File: src/rtl/cst_pkg.sv
`timescale 1ns / 1ps
package cst_pkg;

	localparam int SECONDS_WIDTH = 16;
	localparam int MS_WIDTH      = 32;
	localparam int STEP_WIDTH    = 12;
	localparam int PERIOD_WIDTH  = 16;
	localparam int ADJ_WIDTH     = 16;
	localparam int CNT_WIDTH     = $clog2(MS_WIDTH);
	localparam int PROD_WIDTH    = ADJ_WIDTH + STEP_WIDTH + 1;
	localparam int SUM_WIDTH     = (PROD_WIDTH > SECONDS_WIDTH ? PROD_WIDTH : SECONDS_WIDTH) + 1;

	localparam int IN_DATA_WIDTH  = 48;
	localparam int OUT_DATA_WIDTH = 24;
	localparam int APB_ADDR_WIDTH = 4;

	localparam logic [15:0] MAX_SECONDS_RST = 16'd5999;
	localparam logic [11:0] STEP_SECONDS_RST = 12'd60;
	localparam logic [15:0] PERIOD_MS_RST = 16'd1000;

	localparam logic [1:0] REG_MAX_SECONDS = 2'd0;
	localparam logic [1:0] REG_STEP_SECONDS = 2'd1;
	localparam logic [1:0] REG_PERIOD_MS = 2'd2;

	typedef enum logic [1:0] {
		CMD_CONFIRM = 2'd0,
		CMD_CANCEL  = 2'd1,
		CMD_ADJUST  = 2'd2,
		CMD_UPDATE  = 2'd3
	} cmd_t;

	typedef enum logic [2:0] {
		MODE_IDLE    = 3'd0,
		MODE_ADJ     = 3'd1,
		MODE_UPRUN   = 3'd2,
		MODE_UPPAUSE = 3'd3,
		MODE_DNRUN   = 3'd4,
		MODE_DNPAUSE = 3'd5,
		MODE_DONE    = 3'd6
	} mode_t;

	typedef enum logic [2:0] {
		ST_IDLE,
		ST_EXEC,
		ST_ADJ,
		ST_DIV,
		ST_TICK,
		ST_PUB
	} state_t;

	typedef struct packed {
		logic [15:0]               max_seconds;
		logic [STEP_WIDTH-1:0]     step_seconds;
		logic [PERIOD_WIDTH-1:0]   period_ms;
	} cfg_t;

	typedef struct packed {
		logic load;
		logic exec;
		logic adj;
		logic div_step;
		logic tick;
		logic publish;
	} ctl_t;

	typedef struct packed {
		cmd_t cmd;
		logic upd_go;
		logic div_last;
		logic out_free;
	} sts_t;

endpackage

File: src/rtl/cst_regs.sv
`timescale 1ns / 1ps
module cst_regs
	import cst_pkg::*;
(
	input  logic                      clk,
	input  logic                      arst_n,
	input  logic                      psel,
	input  logic                      penable,
	input  logic                      pwrite,
	input  logic [APB_ADDR_WIDTH-1:0] paddr,
	input  logic [31:0]               pwdata,
	output logic [31:0]               prdata,
	output logic                      pready,
	output cfg_t                      cfg
);

	cfg_t       cfg_q;
	logic       wr_en;
	logic [1:0] reg_idx;

	assign pready  = 1'b1;
	assign wr_en   = psel & penable & pwrite;
	assign reg_idx = paddr[3:2];
	assign cfg     = cfg_q;

	always_ff @(posedge clk or negedge arst_n) begin
		if (!arst_n) begin
			cfg_q.max_seconds  <= MAX_SECONDS_RST;
			cfg_q.step_seconds <= STEP_SECONDS_RST;
			cfg_q.period_ms    <= PERIOD_MS_RST;
		end else if (wr_en) begin
			case (reg_idx)
				REG_MAX_SECONDS:  cfg_q.max_seconds  <= pwdata[15:0];
				REG_STEP_SECONDS: cfg_q.step_seconds <= pwdata[STEP_WIDTH-1:0];
				REG_PERIOD_MS:    cfg_q.period_ms    <= pwdata[PERIOD_WIDTH-1:0];
				default: ;
			endcase
		end
	end

	always_comb begin
		case (reg_idx)
			REG_MAX_SECONDS:  prdata = {16'd0, cfg_q.max_seconds};
			REG_STEP_SECONDS: prdata = {{(32-STEP_WIDTH){1'b0}}, cfg_q.step_seconds};
			REG_PERIOD_MS:    prdata = {{(32-PERIOD_WIDTH){1'b0}}, cfg_q.period_ms};
			default:          prdata = 32'd0;
		endcase
	end

endmodule

File: src/rtl/cst_ctrl.sv
`timescale 1ns / 1ps
module cst_ctrl
	import cst_pkg::*;
(
	input  logic clk,
	input  logic arst_n,
	input  logic s_tvalid,
	output logic s_tready,
	input  sts_t sts,
	output ctl_t ctl
);

	state_t state_q;
	state_t state_d;

	always_ff @(posedge clk or negedge arst_n) begin
		if (!arst_n) begin
			state_q <= ST_IDLE;
		end else begin
			state_q <= state_d;
		end
	end

	always_comb begin
		state_d  = state_q;
		ctl      = '0;
		s_tready = 1'b0;
		case (state_q)
			ST_IDLE: begin
				s_tready = 1'b1;
				if (s_tvalid) begin
					ctl.load = 1'b1;
					state_d  = ST_EXEC;
				end
			end
			ST_EXEC: begin
				ctl.exec = 1'b1;
				case (sts.cmd)
					CMD_ADJUST: state_d = ST_ADJ;
					CMD_UPDATE: state_d = sts.upd_go ? ST_DIV : ST_PUB;
					default:    state_d = ST_PUB;
				endcase
			end
			ST_ADJ: begin
				ctl.adj = 1'b1;
				state_d = ST_PUB;
			end
			ST_DIV: begin
				ctl.div_step = 1'b1;
				if (sts.div_last) begin
					state_d = ST_TICK;
				end
			end
			ST_TICK: begin
				ctl.tick = 1'b1;
				state_d  = ST_PUB;
			end
			ST_PUB: begin
				// The next transaction is taken in the same cycle the result is published.
				if (sts.out_free) begin
					ctl.publish = 1'b1;
					s_tready    = 1'b1;
					if (s_tvalid) begin
						ctl.load = 1'b1;
						state_d  = ST_EXEC;
					end else begin
						state_d = ST_IDLE;
					end
				end
			end
			default: state_d = ST_IDLE;
		endcase
	end

endmodule

File: src/rtl/cst_dp.sv
`timescale 1ns / 1ps
module cst_dp
	import cst_pkg::*;
(
	input  logic                      clk,
	input  logic                      arst_n,
	input  cfg_t                      cfg,
	input  ctl_t                      ctl,
	output sts_t                      sts,
	input  logic [1:0]                s_tuser,
	input  logic [IN_DATA_WIDTH-1:0]  s_tdata,
	output logic                      m_tvalid,
	input  logic                      m_tready,
	output logic [OUT_DATA_WIDTH-1:0] m_tdata
);

	cmd_t                          cmd_q;
	logic [MS_WIDTH-1:0]           now_q;
	logic signed [ADJ_WIDTH-1:0]   steps_q;
	mode_t                         mode_q;
	logic [SECONDS_WIDTH-1:0]      setting_q;
	logic [SECONDS_WIDTH-1:0]      count_q;
	logic [MS_WIDTH-1:0]           last_q;
	logic signed [PROD_WIDTH-1:0]  prod_q;
	logic [MS_WIDTH-1:0]           quo_q;
	logic [PERIOD_WIDTH-1:0]       rem_q;
	logic [CNT_WIDTH-1:0]          cnt_q;
	logic                          chg_q;
	logic                          out_valid_q;
	logic                          out_chg_q;
	logic [SECONDS_WIDTH-1:0]      out_shown_q;
	mode_t                         out_mode_q;
	logic                          out_run_q;

	logic                          running;
	logic                          setup_mode;
	logic [SECONDS_WIDTH-1:0]      lim;
	logic [MS_WIDTH-1:0]           elapsed;
	logic [PERIOD_WIDTH:0]         div_r;
	logic [PERIOD_WIDTH:0]         div_sub;
	logic                          div_ge;
	logic signed [SUM_WIDTH-1:0]   adj_sum;
	logic [SECONDS_WIDTH-1:0]      adj_next;
	logic [MS_WIDTH:0]             up_sum;
	logic [MS_WIDTH-1:0]           count_ext;
	logic [SECONDS_WIDTH-1:0]      tick_count;
	mode_t                         tick_mode;

	assign running    = (mode_q == MODE_UPRUN) || (mode_q == MODE_DNRUN);
	assign setup_mode = mode_q inside {MODE_IDLE, MODE_ADJ};
	assign lim        = SECONDS_WIDTH'(cfg.max_seconds);
	assign elapsed    = now_q - last_q;

	// One restoring division step per cycle: elapsed time over the tick period.
	assign div_r   = {rem_q, quo_q[MS_WIDTH-1]};
	assign div_sub = div_r - {1'b0, cfg.period_ms};
	assign div_ge  = div_r >= {1'b0, cfg.period_ms};

	always_comb begin
		adj_sum = $signed({{(SUM_WIDTH-SECONDS_WIDTH){1'b0}}, setting_q}) + SUM_WIDTH'(prod_q);
		if (adj_sum < 0) begin
			adj_next = '0;
		end else if (adj_sum > $signed({{(SUM_WIDTH-SECONDS_WIDTH){1'b0}}, lim})) begin
			adj_next = lim;
		end else begin
			adj_next = adj_sum[SECONDS_WIDTH-1:0];
		end
	end

	// Apply the whole number of elapsed periods held in the quotient.
	always_comb begin
		count_ext  = MS_WIDTH'(count_q);
		up_sum     = {1'b0, count_ext} + {1'b0, quo_q};
		tick_count = count_q;
		tick_mode  = mode_q;
		if (mode_q == MODE_UPRUN) begin
			if (count_q < lim) begin
				tick_count = (up_sum > (MS_WIDTH + 1)'(lim)) ? lim : up_sum[SECONDS_WIDTH-1:0];
			end
		end else if (count_ext > quo_q) begin
			tick_count = count_q - quo_q[SECONDS_WIDTH-1:0];
		end else begin
			tick_count = '0;
			tick_mode  = MODE_DONE;
		end
	end

	assign sts.cmd      = cmd_q;
	assign sts.upd_go   = running && (cfg.period_ms != '0);
	assign sts.div_last = (cnt_q == '0);
	assign sts.out_free = !out_valid_q || m_tready;

	always_ff @(posedge clk) begin
		if (ctl.load) begin
			cmd_q   <= cmd_t'(s_tuser);
			now_q   <= s_tdata[MS_WIDTH-1:0];
			steps_q <= $signed(s_tdata[32 +: ADJ_WIDTH]);
		end
		if (ctl.exec && cmd_q == CMD_ADJUST) begin
			prod_q <= PROD_WIDTH'(steps_q) * PROD_WIDTH'($signed({1'b0, cfg.step_seconds}));
		end
		if (ctl.exec && cmd_q == CMD_UPDATE) begin
			quo_q <= elapsed;
			rem_q <= '0;
			cnt_q <= CNT_WIDTH'(MS_WIDTH - 1);
		end else if (ctl.div_step) begin
			quo_q <= {quo_q[MS_WIDTH-2:0], div_ge};
			rem_q <= div_ge ? div_sub[PERIOD_WIDTH-1:0] : div_r[PERIOD_WIDTH-1:0];
			cnt_q <= cnt_q - 1'b1;
		end
		if (ctl.exec) begin
			chg_q <= 1'b0;
		end else if (ctl.adj) begin
			chg_q <= (steps_q != '0) && setup_mode &&
				((adj_next != setting_q) || (mode_q != MODE_ADJ));
		end else if (ctl.tick) begin
			chg_q <= (quo_q != '0) && ((tick_count != count_q) || (tick_mode != mode_q));
		end
		if (ctl.publish) begin
			out_chg_q   <= chg_q;
			out_shown_q <= setup_mode ? setting_q : count_q;
			out_mode_q  <= mode_q;
			out_run_q   <= running;
		end
	end

	always_ff @(posedge clk or negedge arst_n) begin
		if (!arst_n) begin
			mode_q      <= MODE_IDLE;
			setting_q   <= '0;
			count_q     <= '0;
			last_q      <= '0;
			out_valid_q <= 1'b0;
		end else begin
			if (ctl.exec) begin
				case (cmd_q)
					CMD_CONFIRM: begin
						last_q <= now_q;
						case (mode_q)
							MODE_IDLE, MODE_ADJ: begin
								if (setting_q != '0) begin
									count_q <= setting_q;
									mode_q  <= MODE_DNRUN;
								end else begin
									count_q <= '0;
									mode_q  <= MODE_UPRUN;
								end
							end
							MODE_UPRUN:   mode_q <= MODE_UPPAUSE;
							MODE_UPPAUSE: mode_q <= MODE_UPRUN;
							MODE_DNRUN:   mode_q <= MODE_DNPAUSE;
							MODE_DNPAUSE: mode_q <= MODE_DNRUN;
							default: begin
								mode_q    <= MODE_IDLE;
								setting_q <= '0;
								count_q   <= '0;
								last_q    <= '0;
							end
						endcase
					end
					CMD_CANCEL: begin
						mode_q    <= MODE_IDLE;
						setting_q <= '0;
						count_q   <= '0;
						last_q    <= '0;
					end
					default: ;
				endcase
			end
			if (ctl.adj && steps_q != '0 && setup_mode) begin
				setting_q <= adj_next;
				mode_q    <= MODE_ADJ;
			end
			if (ctl.tick && quo_q != '0) begin
				// Advancing by whole periods leaves the mark at now minus the remainder.
				last_q  <= now_q - MS_WIDTH'(rem_q);
				count_q <= tick_count;
				mode_q  <= tick_mode;
			end
			if (ctl.publish) begin
				out_valid_q <= 1'b1;
			end else if (m_tready) begin
				out_valid_q <= 1'b0;
			end
		end
	end

	assign m_tvalid = out_valid_q;
	assign m_tdata  = {3'b000, out_run_q, out_mode_q, out_shown_q, out_chg_q};

endmodule

File: src/rtl/countdown_stopwatch_timer.sv
`timescale 1ns / 1ps
// Countdown and stopwatch timer. Each transaction on the slave stream is one command
// (confirm, cancel, adjust, time update) and produces exactly one result transaction
// on the master stream carrying the changed flag, the displayed seconds, the mode and
// the running flag. Limits, adjust step and tick period sit in the APB registers at
// byte addresses 0, 4 and 8; write them only while no command is in flight.
// Confirm and cancel pass through the execute and publish states, adjust adds an adjust
// state, and an update that finds the timer running steps the bit-serial divider that
// turns the elapsed milliseconds into whole tick periods, one quotient bit per cycle,
// then a tick state before publishing. The result goes into the output register in the
// publish state, and the block can take the next command in that same cycle.
// The result sits in an output register, so a new command is accepted while it
// waits; if the receiver still stalls when the next result is ready, that command
// holds and s_tready stays low until the output register empties.
// Reset clears the timer to idle with a zero setting and count and restores the
// register defaults (5999 s limit, 60 s step, 1000 ms period).
module countdown_stopwatch_timer
	import cst_pkg::*;
(
	input  logic                      clk,
	input  logic                      arst_n,
	input  logic                      s_tvalid,
	output logic                      s_tready,
	input  logic [IN_DATA_WIDTH-1:0]  s_tdata,   // now_ms[31:0], adjust_steps[47:32]
	input  logic [1:0]                s_tuser,   // command[1:0]
	output logic                      m_tvalid,
	input  logic                      m_tready,
	output logic [OUT_DATA_WIDTH-1:0] m_tdata,   // changed[0], shown_seconds[16:1],
	                                             // mode[19:17], running[20]
	input  logic                      psel,
	input  logic                      penable,
	input  logic                      pwrite,
	input  logic [APB_ADDR_WIDTH-1:0] paddr,
	input  logic [31:0]               pwdata,
	output logic [31:0]               prdata,
	output logic                      pready
);

	cfg_t cfg;
	ctl_t ctl;
	sts_t sts;

	cst_regs u_regs (
		.clk     (clk),
		.arst_n  (arst_n),
		.psel    (psel),
		.penable (penable),
		.pwrite  (pwrite),
		.paddr   (paddr),
		.pwdata  (pwdata),
		.prdata  (prdata),
		.pready  (pready),
		.cfg     (cfg)
	);

	cst_ctrl u_ctrl (
		.clk      (clk),
		.arst_n   (arst_n),
		.s_tvalid (s_tvalid),
		.s_tready (s_tready),
		.sts      (sts),
		.ctl      (ctl)
	);

	cst_dp u_dp (
		.clk      (clk),
		.arst_n   (arst_n),
		.cfg      (cfg),
		.ctl      (ctl),
		.sts      (sts),
		.s_tuser  (s_tuser),
		.s_tdata  (s_tdata),
		.m_tvalid (m_tvalid),
		.m_tready (m_tready),
		.m_tdata  (m_tdata)
	);

endmodule

File: config.mk
export PLATFORM = sky130hd
export DESIGN_NAME = countdown_stopwatch_timer
export DESIGN_NICKNAME = d
export VERILOG_FILES = /design/src/rtl/cst_pkg.sv /design/src/rtl/cst_regs.sv /design/src/rtl/cst_ctrl.sv /design/src/rtl/cst_dp.sv /design/src/rtl/countdown_stopwatch_timer.sv
export SDC_FILE = /design/constraint.sdc
export NUM_CORES = 1
export LEC_CHECK = 0
export BUFFER_PORTS_ARGS = -buffer_cell sky130_fd_sc_hd__buf_4
export CAP_MARGIN = 20
export CORE_ASPECT_RATIO = 1.25
export CORE_UTILIZATION = 60
export CTS_BUF_LIST = sky130_fd_sc_hd__clkbuf_4 sky130_fd_sc_hd__clkbuf_8 sky130_fd_sc_hd__clkbuf_16
export CTS_CLUSTER_DIAMETER = 50
export DETAILED_ROUTE_END_ITERATION = 8
export GPL_TIMING_DRIVEN = 0
export PLACE_DENSITY = 0.76
export SYNTH_ARGS = -nofsm -noshare
export SYNTH_HDL_FRONTEND = slang
export SYNTH_SLANG_ARGS = --single-unit
File: constraint.sdc
create_clock -name clk -period 15.2 [get_ports clk]
set_clock_uncertainty 0.05 [all_clocks]
set_input_delay 0 -clock clk [delete_from_list [all_inputs] [get_ports clk]]
set_output_delay 0 -clock clk [all_outputs]
set_load 0.05 [all_outputs]
==> After elaboration in Yosys (flattened, before gate mapping) <==
Cells that the tools add are included.
{ "word_totals": {"wordCells": 159, "inputBits": 93, "ff_bits": 269, "output_inout_bits": 59} }
{ "classes": {"order_cmp": 6, "reduce_logical": 45, "n_addsub": 7, "mux": 53, "n_eq_ne": 24, "bitwise": 2, "n_mul": 1} }
{ "ops": {"columns": ["operator", "count"], "rows": [
  ["two-way mux 16 bit", 14],
  ["two-way mux 32 bit", 5],
  ["case mux 16 bit (2 select lines)", 3],
  ["case mux 32 bit (2 select lines)", 1],
  ["case mux 16 bit (3 select lines)", 1],
  ["nonzero test 16 bit", 3],
  ["adder 16 x 32 -> 33 bit", 1],
  ["greater-than comparator 33 x 16 -> 1 bit", 1],
  ["greater-than comparator 16 x 32 -> 1 bit", 1],
  ["inequality test 16 bit", 2],
  ["nonzero test 32 bit", 1],
  ["subtractor 16 bit", 2],
  ["subtractor 32 x 16 -> 32 bit", 1],
  ["subtractor 32 bit", 1],
  ["adder 17 x 29 -> 30 bit", 1],
  ["greater-than comparator 30 x 17 -> 1 bit", 1],
  ["< comparator 30 x 1 -> 1 bit (second input constant)", 1],
  ["two-way mux 3 bit", 10],
  ["case mux 3 bit (5 select lines)", 2],
  ["multiplier 16 x 13 -> 29 bit", 1],
  ["greater-or-equal comparator 17 x 16 -> 1 bit", 1],
  ["< comparator 16 bit", 1],
  ["two-way mux 1 bit", 13],
  ["== test 3 x 2 -> 1 bit (second input constant)", 4],
  ["other kinds (26)", 66]
]} }

==> Longest topological paths before layout <==
{ "logic_depth": {"ltp_word": 10, "depth_mapped": 27, "ltp_nobuf": 25} }

==> Hierarchy <==
Synthesis repeated with hierarchy kept, for this count alone.
{ "hier_totals": {"hier_cells": 3021, "hier_area_um2": 27336.2} }
{ "by_module_without_submodules": {"columns": ["module", "instances", "seq_area_each_um2", "area_each_um2", "cells_each"], "rows": [
  ["cst_dp", 1, 6105.9, 24866.3, 2824],
  ["cst_regs", 1, 1126.1, 2188.3, 164],
  ["cst_ctrl", 1, 75.1, 281.5, 33]
]} }

==> Worst setup path before layout <==
No wires, ideal clock.
{ "synth_path": {"path_type": "register to register", "startpoint": "reg u_regs.cfg_q (netlist bit u_regs.cfg[19])", "endpoint": "reg u_dp.prod_q[27], data pin", "setup_time_ns": 0.258, "path_slack_ns": 8.494, "t_required_ns": 14.892, "arrival_time_ns": 6.399, "period_less_slack_ns": 6.706, "path_stages_with_launch": 27, "n_path_buf": 2, "cell_sequence": "dfstp_2 -> clkbuf_1 -> clkbuf_1 -> nand2_1 -> fa_1 -> inv_1 -> fa_1 -> inv_1 -> fa_1 -> inv_1 -> ha_1 -> inv_1 -> fa_1 -> inv_1 -> ha_1 -> nor2b_1 -> o21a_1 -> o311a_1 -> or3_1 -> o311ai_0 -> o21ai_0 -> o41a_1 -> a211oi_1 -> nor3_1 -> a21o_1 -> a21oi_1 -> xnor2_1"} }
{ "synth_via": {"elab_chain_cells": 1} }
{ "synth_lines": {"columns": ["element", "line_no", "text"], "rows": [
  ["start: declaration", "cst_regs.sv:17", "cfg_t cfg_q;"],
  ["multiplier 16 x 13 -> 29 bit", "cst_dp.sv:100", "prod_q <= PROD_WIDTH'(steps_q) * PROD_WIDTH'($signed({1'b0, cfg.step_seconds}));"],
  ["end signal: assignment", "cst_dp.sv:100", null],
  ["end: declaration", "cst_dp.sv:24", "logic signed [PROD_WIDTH-1:0] prod_q;"]
]} }
No other way between the ends.
A chain may end at the register's enable or synchronous reset.

==> Worst setup path after layout <==
Same ends and word-level chain as after synthesis.

==> run metrics <==
failing checks design-rule violations; Critical Path Source Type flop; routability cong. roughly 1.0; RSZ-0062 raised after global routing false; Post-synth EDFFs roughly 130; Clock transition at path regs approximately 0.060 ns; Via density roughly 6.2; crit path buf inv count 7; Antenna Violating Nets Remaining 0; vias in the first global route about 25000; Cell Area, Synth 27300 um2; FILL cells roughly 3600; status finished with violations; worst-path maximum fanout 10; min-delay src pwrite; drt first-iter violations ~1700; cell taking the most area after synthesis edfxtp_1; final worst-path cycle share a little over half; setup TNS 0 ns; GR Overflow Total 0; row count 87; Yosys reg bits approximately 270; FF-to-FF End u_dp.prod_q[27]; Ports roughly 150; Top Family by Delay on Critical Path adder cells; Max-Cap Viols 0; IO buf count 112; drt drc 14; crit-path max cell delay approximately 0.57 ns; Reg2Reg Depth 26; Skew-Pair Late Insertion Delay 0.55 ns; antenna cells 0; fin worst setup slack around 7 ns; Core ar. approximately 45000 um2; CP max-delay cell fa_1; Slew headroom between 30% and 40%; actual slew at the worst max-slew pin approximately 0.99 ns; Avg Inst Size Synth about 9 um2; H-Tree Depth 2; sequential element share of the synthesized area between 20% and 30%; Initial Util between 60% and 70%; hold depth 5; highest clock rate about 0.12 GHz; reg2reg start u_regs.cfg[19]; Fin. Hold Viols 0; Post-Synthesis Cells 3107; Root Driver clkbuf_16; total track usage around 39%; P&R area growth vs syn 13.9%; max-slew violation count 0; first-pass GRT wire length around 140 mm; Final Critical Period slightly above 8 ns; Max clock buf depth 3; initial antenna violation count 0; most used cell, CP inv_1; CTS tree done; cts bufs inserted 37; layout cells sized above 1 around 10%; WL/cell between 20 and 25 um; DIE WIDTH around 190 um; Worst Hold Path EP u_regs.cfg[16]; Hold Path Class primary input to flop; Die Area about 46000 um2; commonest cells in the synthesized netlist nand2_1 (388), inv_1 (366), ha_1 (226), o21ai_0 (200), fa_1 (184); count of cell types in the netlist 100; critical path class flop to flop; reg2reg setup slack ~7 ns; dominant synthesized flop cell edfxtp_1; CTS sink count 269; vias 24704; Setup WS pre-CTS 7.17 ns; Worst setup EP type flop; CP Data Required Time 15.42 ns; largest cells by area after synthesis edfxtp_1 (15%), fa_1 (14%), ha_1 (10%); most frequent cell after synthesis nand2_1; largest net degree at the start of global routing 62; final wirelength around 89 mm; drt pass-1 iters 8; ys async rst share between 40% and 50%; CP arrival between 8 and 9 ns; die height approximately 240 um; Final nets between 3000 and 4000; final setup fails 0; DP HPWL between 70 and 80 mm; post-synth top area share between 10% and 20%; synth warn 0
## repair_timing
action	in CTS	in global routing
hold endpoints to repair	192	0
buffers inserted	0	0
hold buffers	76	0
resized for setup	0	0
## tightest hold or removal path, stage by stage
cell     delay, ns
buf_4         0.11
nand3_1       0.18
nor2_1        0.06
nand2_1       0.11
mux2_2        0.16
## routing by layer
metal  vias up  GRT usage, %  wire (um)  share of wire, %
met1     11966          45.3      32800                37
li1      11241             -          -                 -
met5         -             0          0                 0
met4         0          25.9       6590               7.4
met2      1143          66.1      43400                49
met3       354          6.66       6500               7.3
## metrics by stage
stage	cell area [um2]	std cells	utilization (%)	hold slack [ns]
global route	31100	3964	69.1	0.0891
global placement	28900	3815	64.3	0.128
floorplan	27300	3125	-	-0.346
finish	31100	3964	69.1	0.0564
CTS	31100	3964	69.1	0.0239
detailed placement	29000	3820	64.5	-0.0542
## area by class of cell
type / count / area (um2) / area share [%]
flip-flops and latches: 269 / 7310 / 23.5
clock buffers: 55 / 1160 / 3.72
plain buffers: 153 / 694 / 2.24
multi-input cells: 2335 / 18000 / 57.8
repair buffers: 193 / 1720 / 5.54
clock inverters: 13 / 115 / 0.371
inverters: 368 / 1380 / 4.45
well taps: 578 / 723 / 2.33
## sequential cells by signal, summed over array words and instances, names as in the netlist
| signal | cells |
|---|---|
| u_dp.count_q | 16 |
| u_dp.out_shown_q | 16 |
| u_dp.cnt_q | 5 |
| u_regs.cfg | 44 |
| u_dp.out_run_q | 1 |
| u_dp.chg_q | 1 |
| u_dp.setting_q | 16 |
| u_dp.out_chg_q | 1 |
| u_dp.last_q | 32 |
| u_dp.m_tvalid | 1 |
| u_dp.quo_q | 32 |
| u_ctrl.state_q | 3 |
| u_dp.rem_q | 16 |
| u_dp.cmd_q | 2 |
| u_dp.mode_q | 3 |
| u_dp.now_q | 32 |
| u_dp.prod_q | 29 |
| u_dp.steps_q | 16 |
| u_dp.out_mode_q | 3 |
## how the worst max path moves through the flow
stage / depth (start not counted) / to / startpoint / slack, ns
floorplan: 26 / u_dp.prod_q[27] / u_regs.cfg[19] / 8.49
detailed placement: 26 / u_dp.prod_q[27] / u_regs.cfg[19] / 7.17
CTS: 26 / u_dp.prod_q[27] / u_regs.cfg[19] / 7.12
global route: 26 / u_dp.prod_q[27] / u_regs.cfg[19] / 6.75
global placement: 26 / u_dp.prod_q[27] / u_regs.cfg[19] / 7.22
finish: 26 / u_dp.prod_q[27] / u_regs.cfg[19] / 7.10
## layout by cell type, fill, tap and decap left out, drive strengths merged, types with 128 or more instances in the layout
cell,Yosys,routed
ha,226,226
buf,42,160
o21ai,206,206
edfxtp,132,132
a21oi,128,128
clkbuf,111,166
nor2,164,164
fa,184,184
inv,368,378
nand2,389,389
## logic make-up after synthesis
logic type | after synthesis | share of synthesized area [%]
xor+xnor | 115 | 3.69
buf+inv | 521 | 7.61
flops | 269 | 26.8
fa+ha+maj | 410 | 23.9
simple gates | 1019 | 18.1
compound gates | 676 | 16.3
other cells | 2 | 0.0275
mux | 95 | 3.71
Power is not shown: default switching activity piles up to over one toggle a cycle in this logic, so the estimate is an artifact.
